### config.mk
export PLATFORM = sky130hd
export DESIGN_NAME = client_liveness_monitor_top
export DESIGN_NICKNAME = d
export VERILOG_FILES = /design/src/clm_pkg.sv /design/src/client_liveness_monitor_top.sv /design/src/clm_ram.sv /design/src/clm_ctrl.sv /design/src/clm_datapath.sv
export SDC_FILE = /design/constraint.sdc
export NUM_CORES = 1
export LEC_CHECK = 0
export BUFFER_PORTS_ARGS = -buffer_cell sky130_fd_sc_hd__buf_2
export CAP_MARGIN = 30
export CORE_UTILIZATION = 45
export DETAILED_ROUTE_END_ITERATION = 7
export PLACE_DENSITY_LB_ADDON = 0.05
export SLEW_MARGIN = 15
export SYNTH_ARGS = -nofsm -noshare
export SYNTH_HDL_FRONTEND = slang
export SYNTH_SLANG_ARGS = --single-unit
export TNS_END_PERCENT = 50
### constraint.sdc
create_clock -name i_clk -period 12.3 [get_ports i_clk]
set_clock_uncertainty 0.05 [all_clocks]
set_input_delay 3.69 -clock i_clk [delete_from_list [all_inputs] [get_ports i_clk]]
set_output_delay 3.69 -clock i_clk [all_outputs]
set_load 0.05 [all_outputs]
### src/clm_pkg.sv
// ----------------------------------------------------------------------------
// clm_pkg
// Shared types, codes and sizes for the client liveness monitor.
// ----------------------------------------------------------------------------
package clm_pkg;

    localparam int NUM_SLOTS = 8;
    localparam int SLOT_W    = (NUM_SLOTS > 1) ? $clog2(NUM_SLOTS) : 1;

    localparam logic [1:0] CMD_REGISTER = 2'd0;
    localparam logic [1:0] CMD_REMOVE   = 2'd1;
    localparam logic [1:0] CMD_REPLY    = 2'd2;
    localparam logic [1:0] CMD_TICK     = 2'd3;

    localparam logic [1:0] STATUS_OK       = 2'd0;
    localparam logic [1:0] STATUS_FULL     = 2'd1;
    localparam logic [1:0] STATUS_MISMATCH = 2'd2;

    localparam logic [1:0] CFG_REPLY_TIMEOUT    = 2'd0;
    localparam logic [1:0] CFG_REQUEST_INTERVAL = 2'd1;
    localparam logic [1:0] CFG_MISS_LIMIT       = 2'd2;
    localparam logic [1:0] CFG_FIRST_MISS_LIMIT = 2'd3;

    localparam logic [15:0] RST_REPLY_TIMEOUT    = 16'd50;
    localparam logic [15:0] RST_REQUEST_INTERVAL = 16'd300;
    localparam logic [7:0]  RST_MISS_LIMIT       = 8'd3;
    localparam logic [7:0]  RST_FIRST_MISS_LIMIT = 8'd10;

    localparam logic [7:0] GENERIC_MODE    = 8'hFF;
    localparam logic [6:0] FLAG_KEEP_LIMIT = 7'd3;
    localparam logic [6:0] EPISODE_CAP     = 7'd100;

    typedef struct packed {
        logic [1:0]        cmd;
        logic [3:0]        slot;
        logic signed [7:0] mode_id;
        logic [7:0]        reply_request_id;
    } t_in_item;

    typedef struct packed {
        logic [1:0] status;
        logic [2:0] slot_out;
        logic [7:0] active_mask;
        logic [7:0] unresponsive_mask;
        logic       request_started;
        logic [7:0] current_round;
    } t_out_item;

    typedef struct packed {
        logic load;
        logic commit;
    } t_ctl_cmd;

    typedef struct packed {
        logic out_busy;
    } t_ctl_sts;

endpackage

### src/client_liveness_monitor_top.sv
// ----------------------------------------------------------------------------
// client_liveness_monitor_top
// Client slot table polled in numbered request rounds, one result per item.
// ----------------------------------------------------------------------------
// Each accepted item is handled in a load step, which reads the stored mode id
// of the addressed slot from the mode table RAM, and a commit step, which updates
// the slot table (the timeout pass covers all slots at once) and loads the result
// register. No new item is taken until the current one has committed;
// a held result delays only the commit of the next item. Configuration writes
// land at once and belong in idle periods.
// ----------------------------------------------------------------------------
module client_liveness_monitor_top (
    input  logic               i_clk,
    input  logic               i_rst_n,
    input  logic               i_in_valid,
    output logic               o_in_ready,
    input  clm_pkg::t_in_item  i_in_data,
    output logic               o_out_valid,
    input  logic               i_out_ready,
    output clm_pkg::t_out_item o_out_data,
    input  logic               i_cfg_we,
    input  logic [1:0]         i_cfg_index,
    input  logic [15:0]        i_cfg_data
);
    import clm_pkg::*;

    t_ctl_cmd ctl_cmd;
    t_ctl_sts ctl_sts;

    clm_ctrl u_ctrl (
        .i_clk      (i_clk),
        .i_rst_n    (i_rst_n),
        .i_in_valid (i_in_valid),
        .o_in_ready (o_in_ready),
        .i_sts      (ctl_sts),
        .o_cmd      (ctl_cmd)
    );

    clm_datapath u_datapath (
        .i_clk       (i_clk),
        .i_rst_n     (i_rst_n),
        .i_cmd       (ctl_cmd),
        .o_sts       (ctl_sts),
        .i_in_data   (i_in_data),
        .i_cfg_we    (i_cfg_we),
        .i_cfg_index (i_cfg_index),
        .i_cfg_data  (i_cfg_data),
        .o_out_valid (o_out_valid),
        .i_out_ready (i_out_ready),
        .o_out_data  (o_out_data)
    );

endmodule

### src/clm_ram.sv
// ----------------------------------------------------------------------------
// clm_ram
// Generic single-write, single-read RAM with registered read data.
// ----------------------------------------------------------------------------
module clm_ram #(
    parameter int WIDTH = 8,
    parameter int DEPTH = 8
) (
    input  logic                                        i_clk,
    input  logic                                        i_we,
    input  logic [((DEPTH > 1) ? $clog2(DEPTH) : 1)-1:0] i_waddr,
    input  logic [WIDTH-1:0]                            i_wdata,
    input  logic [((DEPTH > 1) ? $clog2(DEPTH) : 1)-1:0] i_raddr,
    output logic [WIDTH-1:0]                            o_rdata
);

    logic [WIDTH-1:0] r_mem [DEPTH];
    logic [WIDTH-1:0] r_rdata;

    always_ff @(posedge i_clk) begin
        if (i_we) begin
            r_mem[i_waddr] <= i_wdata;
        end
        r_rdata <= r_mem[i_raddr];
    end

    assign o_rdata = r_rdata;

endmodule

### src/clm_ctrl.sv
// ----------------------------------------------------------------------------
// clm_ctrl
// Sequencer: take one transfer, wait for the mode table read and a free result register, commit.
// ----------------------------------------------------------------------------
module clm_ctrl (
    input  logic              i_clk,
    input  logic              i_rst_n,
    input  logic              i_in_valid,
    output logic              o_in_ready,
    input  clm_pkg::t_ctl_sts i_sts,
    output clm_pkg::t_ctl_cmd o_cmd
);
    import clm_pkg::*;

    localparam logic ST_IDLE = 1'b0;
    localparam logic ST_EXEC = 1'b1;

    logic r_state;
    logic n_state;

    always_comb begin
        n_state      = r_state;
        o_in_ready   = 1'b0;
        o_cmd.load   = 1'b0;
        o_cmd.commit = 1'b0;
        case (r_state)
            ST_IDLE: begin
                o_in_ready = 1'b1;
                if (i_in_valid) begin
                    o_cmd.load = 1'b1;
                    n_state    = ST_EXEC;
                end
            end
            ST_EXEC: begin
                if (!i_sts.out_busy) begin
                    o_cmd.commit = 1'b1;
                    n_state      = ST_IDLE;
                end
            end
            default: n_state = ST_IDLE;
        endcase
    end

    always_ff @(posedge i_clk) begin
        if (!i_rst_n) begin
            r_state <= ST_IDLE;
        end else begin
            r_state <= n_state;
        end
    end

endmodule

### src/clm_datapath.sv
// ----------------------------------------------------------------------------
// clm_datapath
// Slot table, round timer, configuration registers and result register.
// ----------------------------------------------------------------------------
module clm_datapath (
    input  logic               i_clk,
    input  logic               i_rst_n,
    input  clm_pkg::t_ctl_cmd  i_cmd,
    output clm_pkg::t_ctl_sts  o_sts,
    input  clm_pkg::t_in_item  i_in_data,
    input  logic               i_cfg_we,
    input  logic [1:0]         i_cfg_index,
    input  logic [15:0]        i_cfg_data,
    output logic               o_out_valid,
    input  logic               i_out_ready,
    output clm_pkg::t_out_item o_out_data
);
    import clm_pkg::*;

    logic [15:0] r_timeout;
    logic [15:0] r_interval;
    logic [7:0]  r_miss_limit;
    logic [7:0]  r_first_miss;

    t_in_item r_item;

    logic [NUM_SLOTS-1:0] r_active;
    logic [NUM_SLOTS-1:0] r_answered;
    logic [NUM_SLOTS-1:0] r_awf;
    logic [NUM_SLOTS-1:0] r_flag;
    logic [NUM_SLOTS-1:0] r_generic;
    logic [7:0]           r_miss [NUM_SLOTS];
    logic [6:0]           r_ep   [NUM_SLOTS];
    logic [7:0]           r_round;
    logic [15:0]          r_elapsed;
    logic                 r_started;
    logic                 r_timed_out;

    logic [NUM_SLOTS-1:0] n_active;
    logic [NUM_SLOTS-1:0] n_answered;
    logic [NUM_SLOTS-1:0] n_awf;
    logic [NUM_SLOTS-1:0] n_flag;
    logic [NUM_SLOTS-1:0] n_generic;
    logic [7:0]           n_miss [NUM_SLOTS];
    logic [6:0]           n_ep   [NUM_SLOTS];
    logic [7:0]           n_round;
    logic [15:0]          n_elapsed;
    logic                 n_started;
    logic                 n_timed_out;

    t_out_item r_out_data;
    t_out_item n_out_data;
    logic      r_out_valid;

    logic [SLOT_W-1:0] found;
    logic              full;
    logic [SLOT_W-1:0] sidx;
    logic              slot_ok;
    logic [7:0]        mode_rd;
    logic [SLOT_W-1:0] ram_raddr;
    logic              ram_we;

    assign sidx      = r_item.slot[SLOT_W-1:0];
    assign slot_ok   = ({1'b0, r_item.slot} < 5'(NUM_SLOTS)) && r_active[sidx];
    assign ram_raddr = i_cmd.load ? i_in_data.slot[SLOT_W-1:0] : sidx;
    assign ram_we    = i_cmd.commit && (r_item.cmd == CMD_REGISTER) && !full;

    clm_ram #(
        .WIDTH (8),
        .DEPTH (NUM_SLOTS)
    ) u_mode_ram (
        .i_clk   (i_clk),
        .i_we    (ram_we),
        .i_waddr (found),
        .i_wdata ($unsigned(r_item.mode_id)),
        .i_raddr (ram_raddr),
        .o_rdata (mode_rd)
    );

    always_comb begin
        found = '0;
        full  = 1'b1;
        for (int i = NUM_SLOTS - 1; i >= 0; i--) begin
            if (!r_active[i]) begin
                found = SLOT_W'(i);
                full  = 1'b0;
            end
        end
    end

    always_comb begin
        logic [15:0] el_inc;
        logic        do_timeout;
        logic [7:0]  lim;
        logic [7:0]  miss_inc;

        n_active    = r_active;
        n_answered  = r_answered;
        n_awf       = r_awf;
        n_flag      = r_flag;
        n_generic   = r_generic;
        n_miss      = r_miss;
        n_ep        = r_ep;
        n_round     = r_round;
        n_elapsed   = r_elapsed;
        n_started   = r_started;
        n_timed_out = r_timed_out;
        el_inc      = (r_elapsed == 16'hFFFF) ? r_elapsed : r_elapsed + 16'd1;
        do_timeout  = 1'b0;
        lim         = '0;
        miss_inc    = '0;

        n_out_data                 = '0;
        n_out_data.status          = STATUS_OK;

        case (r_item.cmd)
            CMD_REGISTER: begin
                if (full) begin
                    n_out_data.status = STATUS_FULL;
                end else begin
                    n_active[found]     = 1'b1;
                    n_generic[found]    = ($unsigned(r_item.mode_id) == GENERIC_MODE);
                    n_awf[found]        = 1'b1;
                    n_miss[found]       = '0;
                    n_flag[found]       = 1'b0;
                    n_ep[found]         = '0;
                    n_out_data.slot_out = 3'(found);
                end
            end
            CMD_REMOVE: begin
                if (slot_ok && (mode_rd == $unsigned(r_item.mode_id))) begin
                    n_active[sidx] = 1'b0;
                end else begin
                    n_out_data.status = STATUS_MISMATCH;
                end
            end
            CMD_REPLY: begin
                if (slot_ok && (r_item.reply_request_id == r_round)) begin
                    n_answered[sidx] = 1'b1;
                    n_miss[sidx]     = '0;
                    n_awf[sidx]      = 1'b0;
                    if (r_ep[sidx] <= FLAG_KEEP_LIMIT) begin
                        n_flag[sidx] = 1'b0;
                    end
                end else begin
                    n_out_data.status = STATUS_MISMATCH;
                end
            end
            CMD_TICK: begin
                n_elapsed = el_inc;
                if (r_active != '0) begin
                    do_timeout = r_started && (r_answered != r_active) &&
                                 (el_inc > r_timeout) && !r_timed_out;
                    if (do_timeout) begin
                        n_timed_out = 1'b1;
                        for (int i = 0; i < NUM_SLOTS; i++) begin
                            lim      = r_awf[i] ? r_first_miss : r_miss_limit;
                            miss_inc = (r_miss[i] == 8'hFF) ? r_miss[i] : r_miss[i] + 8'd1;
                            if (r_active[i] && !r_answered[i] && !r_flag[i]) begin
                                n_miss[i] = miss_inc;
                                if (miss_inc > lim) begin
                                    if (r_generic[i]) begin
                                        n_active[i] = 1'b0;
                                    end else begin
                                        n_flag[i] = 1'b1;
                                        if (r_ep[i] < EPISODE_CAP) begin
                                            n_ep[i] = r_ep[i] + 7'd1;
                                        end
                                    end
                                end
                            end
                        end
                    end
                    if (!r_started || (el_inc > r_interval)) begin
                        n_answered                 = '0;
                        n_elapsed                  = '0;
                        n_timed_out                = 1'b0;
                        n_round                    = r_round + 8'd1;
                        n_started                  = 1'b1;
                        n_out_data.request_started = 1'b1;
                    end
                end
            end
            default: n_out_data.status = STATUS_OK;
        endcase

        n_out_data.active_mask       = 8'(n_active);
        n_out_data.unresponsive_mask = 8'(n_active & n_flag);
        n_out_data.current_round     = n_round;
    end

    always_ff @(posedge i_clk) begin
        if (!i_rst_n) begin
            r_timeout    <= RST_REPLY_TIMEOUT;
            r_interval   <= RST_REQUEST_INTERVAL;
            r_miss_limit <= RST_MISS_LIMIT;
            r_first_miss <= RST_FIRST_MISS_LIMIT;
        end else if (i_cfg_we) begin
            case (i_cfg_index)
                CFG_REPLY_TIMEOUT:    r_timeout    <= i_cfg_data;
                CFG_REQUEST_INTERVAL: r_interval   <= i_cfg_data;
                CFG_MISS_LIMIT:       r_miss_limit <= i_cfg_data[7:0];
                CFG_FIRST_MISS_LIMIT: r_first_miss <= i_cfg_data[7:0];
                default:              r_timeout    <= r_timeout;
            endcase
        end
    end

    always_ff @(posedge i_clk) begin
        if (i_cmd.load) begin
            r_item <= i_in_data;
        end
        if (i_cmd.commit) begin
            r_generic  <= n_generic;
            r_out_data <= n_out_data;
        end
    end

    always_ff @(posedge i_clk) begin
        if (!i_rst_n) begin
            r_active    <= '0;
            r_answered  <= '0;
            r_awf       <= '0;
            r_flag      <= '0;
            r_round     <= '0;
            r_elapsed   <= '0;
            r_started   <= 1'b0;
            r_timed_out <= 1'b0;
            r_out_valid <= 1'b0;
            for (int i = 0; i < NUM_SLOTS; i++) begin
                r_miss[i] <= '0;
                r_ep[i]   <= '0;
            end
        end else begin
            if (i_cmd.commit) begin
                r_active    <= n_active;
                r_answered  <= n_answered;
                r_awf       <= n_awf;
                r_flag      <= n_flag;
                r_miss      <= n_miss;
                r_ep        <= n_ep;
                r_round     <= n_round;
                r_elapsed   <= n_elapsed;
                r_started   <= n_started;
                r_timed_out <= n_timed_out;
                r_out_valid <= 1'b1;
            end else if (i_out_ready) begin
                r_out_valid <= 1'b0;
            end
        end
    end

    assign o_sts.out_busy = r_out_valid && !i_out_ready;
    assign o_out_valid    = r_out_valid;
    assign o_out_data     = r_out_data;

endmodule

==> flow_metrics.env <==
export IMPL_status="finished, final reports clean"
export IMPL_worst_setup_path_end_kind="flip-flop"
export IMPL_nNetsFinal=2421
export IMPL_clk_insertion_delay_late_ns=0.59
export IMPL_drive_gt1_frac=0.1189
export IMPL_grt_max_degree=68
export IMPL_htreeDepth=2
export IMPL_rows=77
export IMPL_drt_pass1_iterations=6
export IMPL_grt_pass1_vias=16620
export IMPL_finalPower_w=0.002905
export IMPL_cts_buffers=42
export IMPL_regArea_um2=8448
export IMPL_r2r_end="u_datapath.o_out_data[12]$_DFFE_PP_"
export IMPL_fillCellCount=4166
export IMPL_holdCritStartpoint="u_datapath.r_interval[13]$_SDFFE_PN0P_"
export IMPL_synth_warnings=0
export IMPL_met1_usage=0.3772
export IMPL_slew_headroom=0.2860
export IMPL_antenna_left=0
export IMPL_die_x_um=214.2
export IMPL_multi_input_area_um2=11140
export IMPL_cts_hold_buf=0
export IMPL_core_um2=44320
export IMPL_drc=0
export IMPL_place_gp_congestion=0.9481
export IMPL_syn_to_final_growth_pct=12.80
export IMPL_max_freq_mhz=148.4
export IMPL_setup_viol=0
export IMPL_clockBufferDepth=3
export IMPL_ys_seq_area_frac=0.4167
export IMPL_ys_types=77
export IMPL_hpwl_mm=43.89
export IMPL_p_sw_w=0.0007103
export IMPL_busiest_layer="met2"
export IMPL_combinationalPowerShare=0.071
export IMPL_wl_per_cell_um=21.56
export IMPL_rrSetupSlack_ns=6.82
export IMPL_cp_max_fo=39
export IMPL_vias=17680
export IMPL_start_util=0.4574
export IMPL_cts_tree="yes"
export IMPL_async_flop_share=0
export IMPL_n_antenna_cell=0
export IMPL_p_per_area_nw_per_um2=127.1
export IMPL_antenna_found_initial=0
export IMPL_final_common_cell="nand2_1"
export IMPL_grt_first_pass_wirelength_mm=96.72
export IMPL_die_area_um2=45900
export IMPL_syn_area_um2=20270
export IMPL_swShare=0.2445
export IMPL_rsz0062_at_grt="no"
export IMPL_die_h_um=214.2
export IMPL_crit_required_ns=12.78
export IMPL_drtIter0Drc=1642
export IMPL_synth_seq_cells=360
export IMPL_synth_edf_count=124
export IMPL_grt_use_total=0.2671
export IMPL_p_leak_nw=8.573
export IMPL_crit_reg2reg_launch="u_datapath.r_elapsed[0]$_SDFFE_PN0P_"
export IMPL_p_int_w=0.002195
export IMPL_clock_power_share=0.487
export IMPL_use_met3=0.03816
export IMPL_final_cell_mix="nand2_1 (250), dfxtp_1 (236), a21oi_1 (167)"
export IMPL_syn_area_per_cell_um2=9.189
export IMPL_hold_viol=0
export IMPL_routed_wirelength_mm=62.08
export IMPL_hold_path_depth=2
export IMPL_port_buffers=76
export IMPL_clkSlewWorstSetupHoldPaths_ns=0.06
export IMPL_maxCapViolCount=0
export IMPL_post_cts_buffers=0
export IMPL_min_period_ns=6.740
export IMPL_slew_violations=0
export IMPL_r2r_cells=15
export IMPL_design_portCount=77
export IMPL_setup_tns_ns=0
export IMPL_crit_arrival_ns=7.21
export IMPL_syn_inst=2206
export IMPL_cts_resized=0
export IMPL_worstSetupPathType="in2reg"
export IMPL_max_vdd_ir_drop_v=0.0001201
export IMPL_fin_crit_sh=0.5479
export IMPL_worstMarginPinSlew_ns=1.067
export IMPL_synth_ff_type="dfxtp_1"
export IMPL_cts_sinks=360
export IMPL_vias_per_cell=6.139
export IMPL_startpoint_type="primary input"
export IMPL_gr_usage_met2=0.4108
export IMPL_hold_end="u_datapath.r_interval[13]$_SDFFE_PN0P_"
export IMPL_power_frac_seq=0.442
export IMPL_min_path_type="reg2reg"
export IMPL_grt_overflow_total=0
export IMPL_syn_num_nets=2373
export IMPL_cts_root_buf="clkbuf_16"
-- per-stage QoR --
| stage | utilization | instance area (um2) | instances | hold slack (ns) | setup WS (ns) |
|---|---|---|---|---|---|
| 2_1_floorplan | - | 20270 | 2206 | 0.3863 | 5.605 |
| 3_3_place_gp | 0.4787 | 21220 | 2791 | 0.3950 | 5.097 |
| 3_5_place_dp | 0.4800 | 21270 | 2796 | 0.4011 | 5.016 |
| 4_1_cts | 0.5151 | 22830 | 2874 | 0.4095 | 5.645 |
| 5_1_grt | 0.5160 | 22870 | 2880 | 0.4244 | 5.395 |
| 6_report | 0.5160 | 22870 | 2880 | 0.4060 | 5.560 |
-- sequential cells by signal (all words and copies together), names as in the netlist --
register / flops
u_datapath.r_answered: 8
u_datapath.o_out_data: 30
u_datapath.r_ep: 56
u_datapath.r_flag: 8
u_datapath.u_mode_ram.r_mem: 64
u_datapath.r_interval: 16
u_datapath.r_item: 22
u_datapath.r_first_miss: 8
u_datapath.r_miss: 64
u_datapath.u_mode_ram.o_rdata: 8
u_datapath.r_started: 1
u_datapath.r_elapsed: 16
u_datapath.r_round: 8
u_datapath.r_timeout: 16
u_datapath.r_miss_limit: 8
u_datapath.r_generic: 8
u_datapath.r_active: 8
u_ctrl.r_state: 1
u_datapath.r_timed_out: 1
u_datapath.o_out_valid: 1
u_datapath.r_awf: 8
-- Yosys cell counts (22+ instances only) --
cell type,instances,area [um2]
edfxtp_1,124,3724
o211ai_1,26,195.2
nand2_1,250,938.4
nor2b_1,28,175.2
nand2b_1,22,137.6
mux2_2,28,315.3
a21oi_1,167,835.8
o21ai_0,72,360.4
dfxtp_1,236,4725
nor4_1,27,168.9
nor2_1,135,506.7
nand3_1,120,600.6
nand4_1,53,331.6
and3_1,36,225.2
clkbuf_1,96,360.4
a22o_1,48,420.4
a31oi_1,44,275.3
inv_1,75,281.5
xnor2_1,45,394.1
nor3_1,49,245.2
mux2i_1,72,720.7
ha_1,122,1526
-- area by class of cell --
type                            count  share of cell area
Clock buffer                       52             0.04941
Clock inverter                     26             0.01877
Inverter                           76             0.01253
Multi-Input combinational cell   1657              0.4874
Sequential cell                   360              0.3694
Tap cell                          592             0.03239
Timing Repair Buffer              117             0.03009
-- worst max-delay path by stage --
stage | from | end | slack [ns]
3_3_place_gp | i_out_ready | u_datapath.r_miss[43]$_SDFFE_PN0P_ | 5.10
5_1_grt | i_out_ready | u_datapath.r_miss[7]$_SDFFE_PN0P_ | 5.39
6_report | i_out_ready | u_datapath.r_miss[7]$_SDFFE_PN0P_ | 5.56
2_1_floorplan | i_in_valid | u_datapath.u_mode_ram.o_rdata[0]$_DFF_P_ | 5.60
4_1_cts | i_out_ready | u_datapath.r_miss[7]$_SDFFE_PN0P_ | 5.65
3_5_place_dp | i_out_ready | u_datapath.r_miss[4]$_SDFFE_PN0P_ | 5.02
-- worst max-delay path, stage by stage --
cell      delay (ns)
buf_2           0.09
nand2b_1        0.20
nand2_1         0.08
buf_4           0.26
inv_2           0.30
buf_4           0.52
nand2_1         0.22
or2_2           0.44
nor3_2          0.51
buf_4           0.41
and2_1          0.30
a22o_1          0.17
-- power by group through the flow --
stage / clock [W] / sequential (W) / combinational (W)
after floorplan: 0 / 0.00131 / 0.000129
after global placement: 0 / 0.00131 / 0.000200
after detailed placement: 0 / 0.00131 / 0.000204
after CTS: 0.00144 / 0.00128 / 0.000205
after global routing: 0.00149 / 0.00129 / 0.000224
final: 0.00142 / 0.00128 / 0.000206
-- logic make-up (layout without fill, tap and decap cells) --
group	after synthesis	in the layout	share of synthesized area
compound gates	537	537	0.1755
xor+xnor	61	61	0.02635
fa+ha+maj	122	122	0.07530
buf+inv	189	271	0.03518
flops	360	360	0.4167
mux	116	116	0.06888
simple gates	821	821	0.2021
-- layer usage --
layer,part of all wire,vias to the layer above
li1,-,8343
met1,0.46,8554
met2,0.44,655
met3,0.064,129
met4,0.035,0
met5,0,-
No activity file was read; power rests on OpenSTA's default activity.
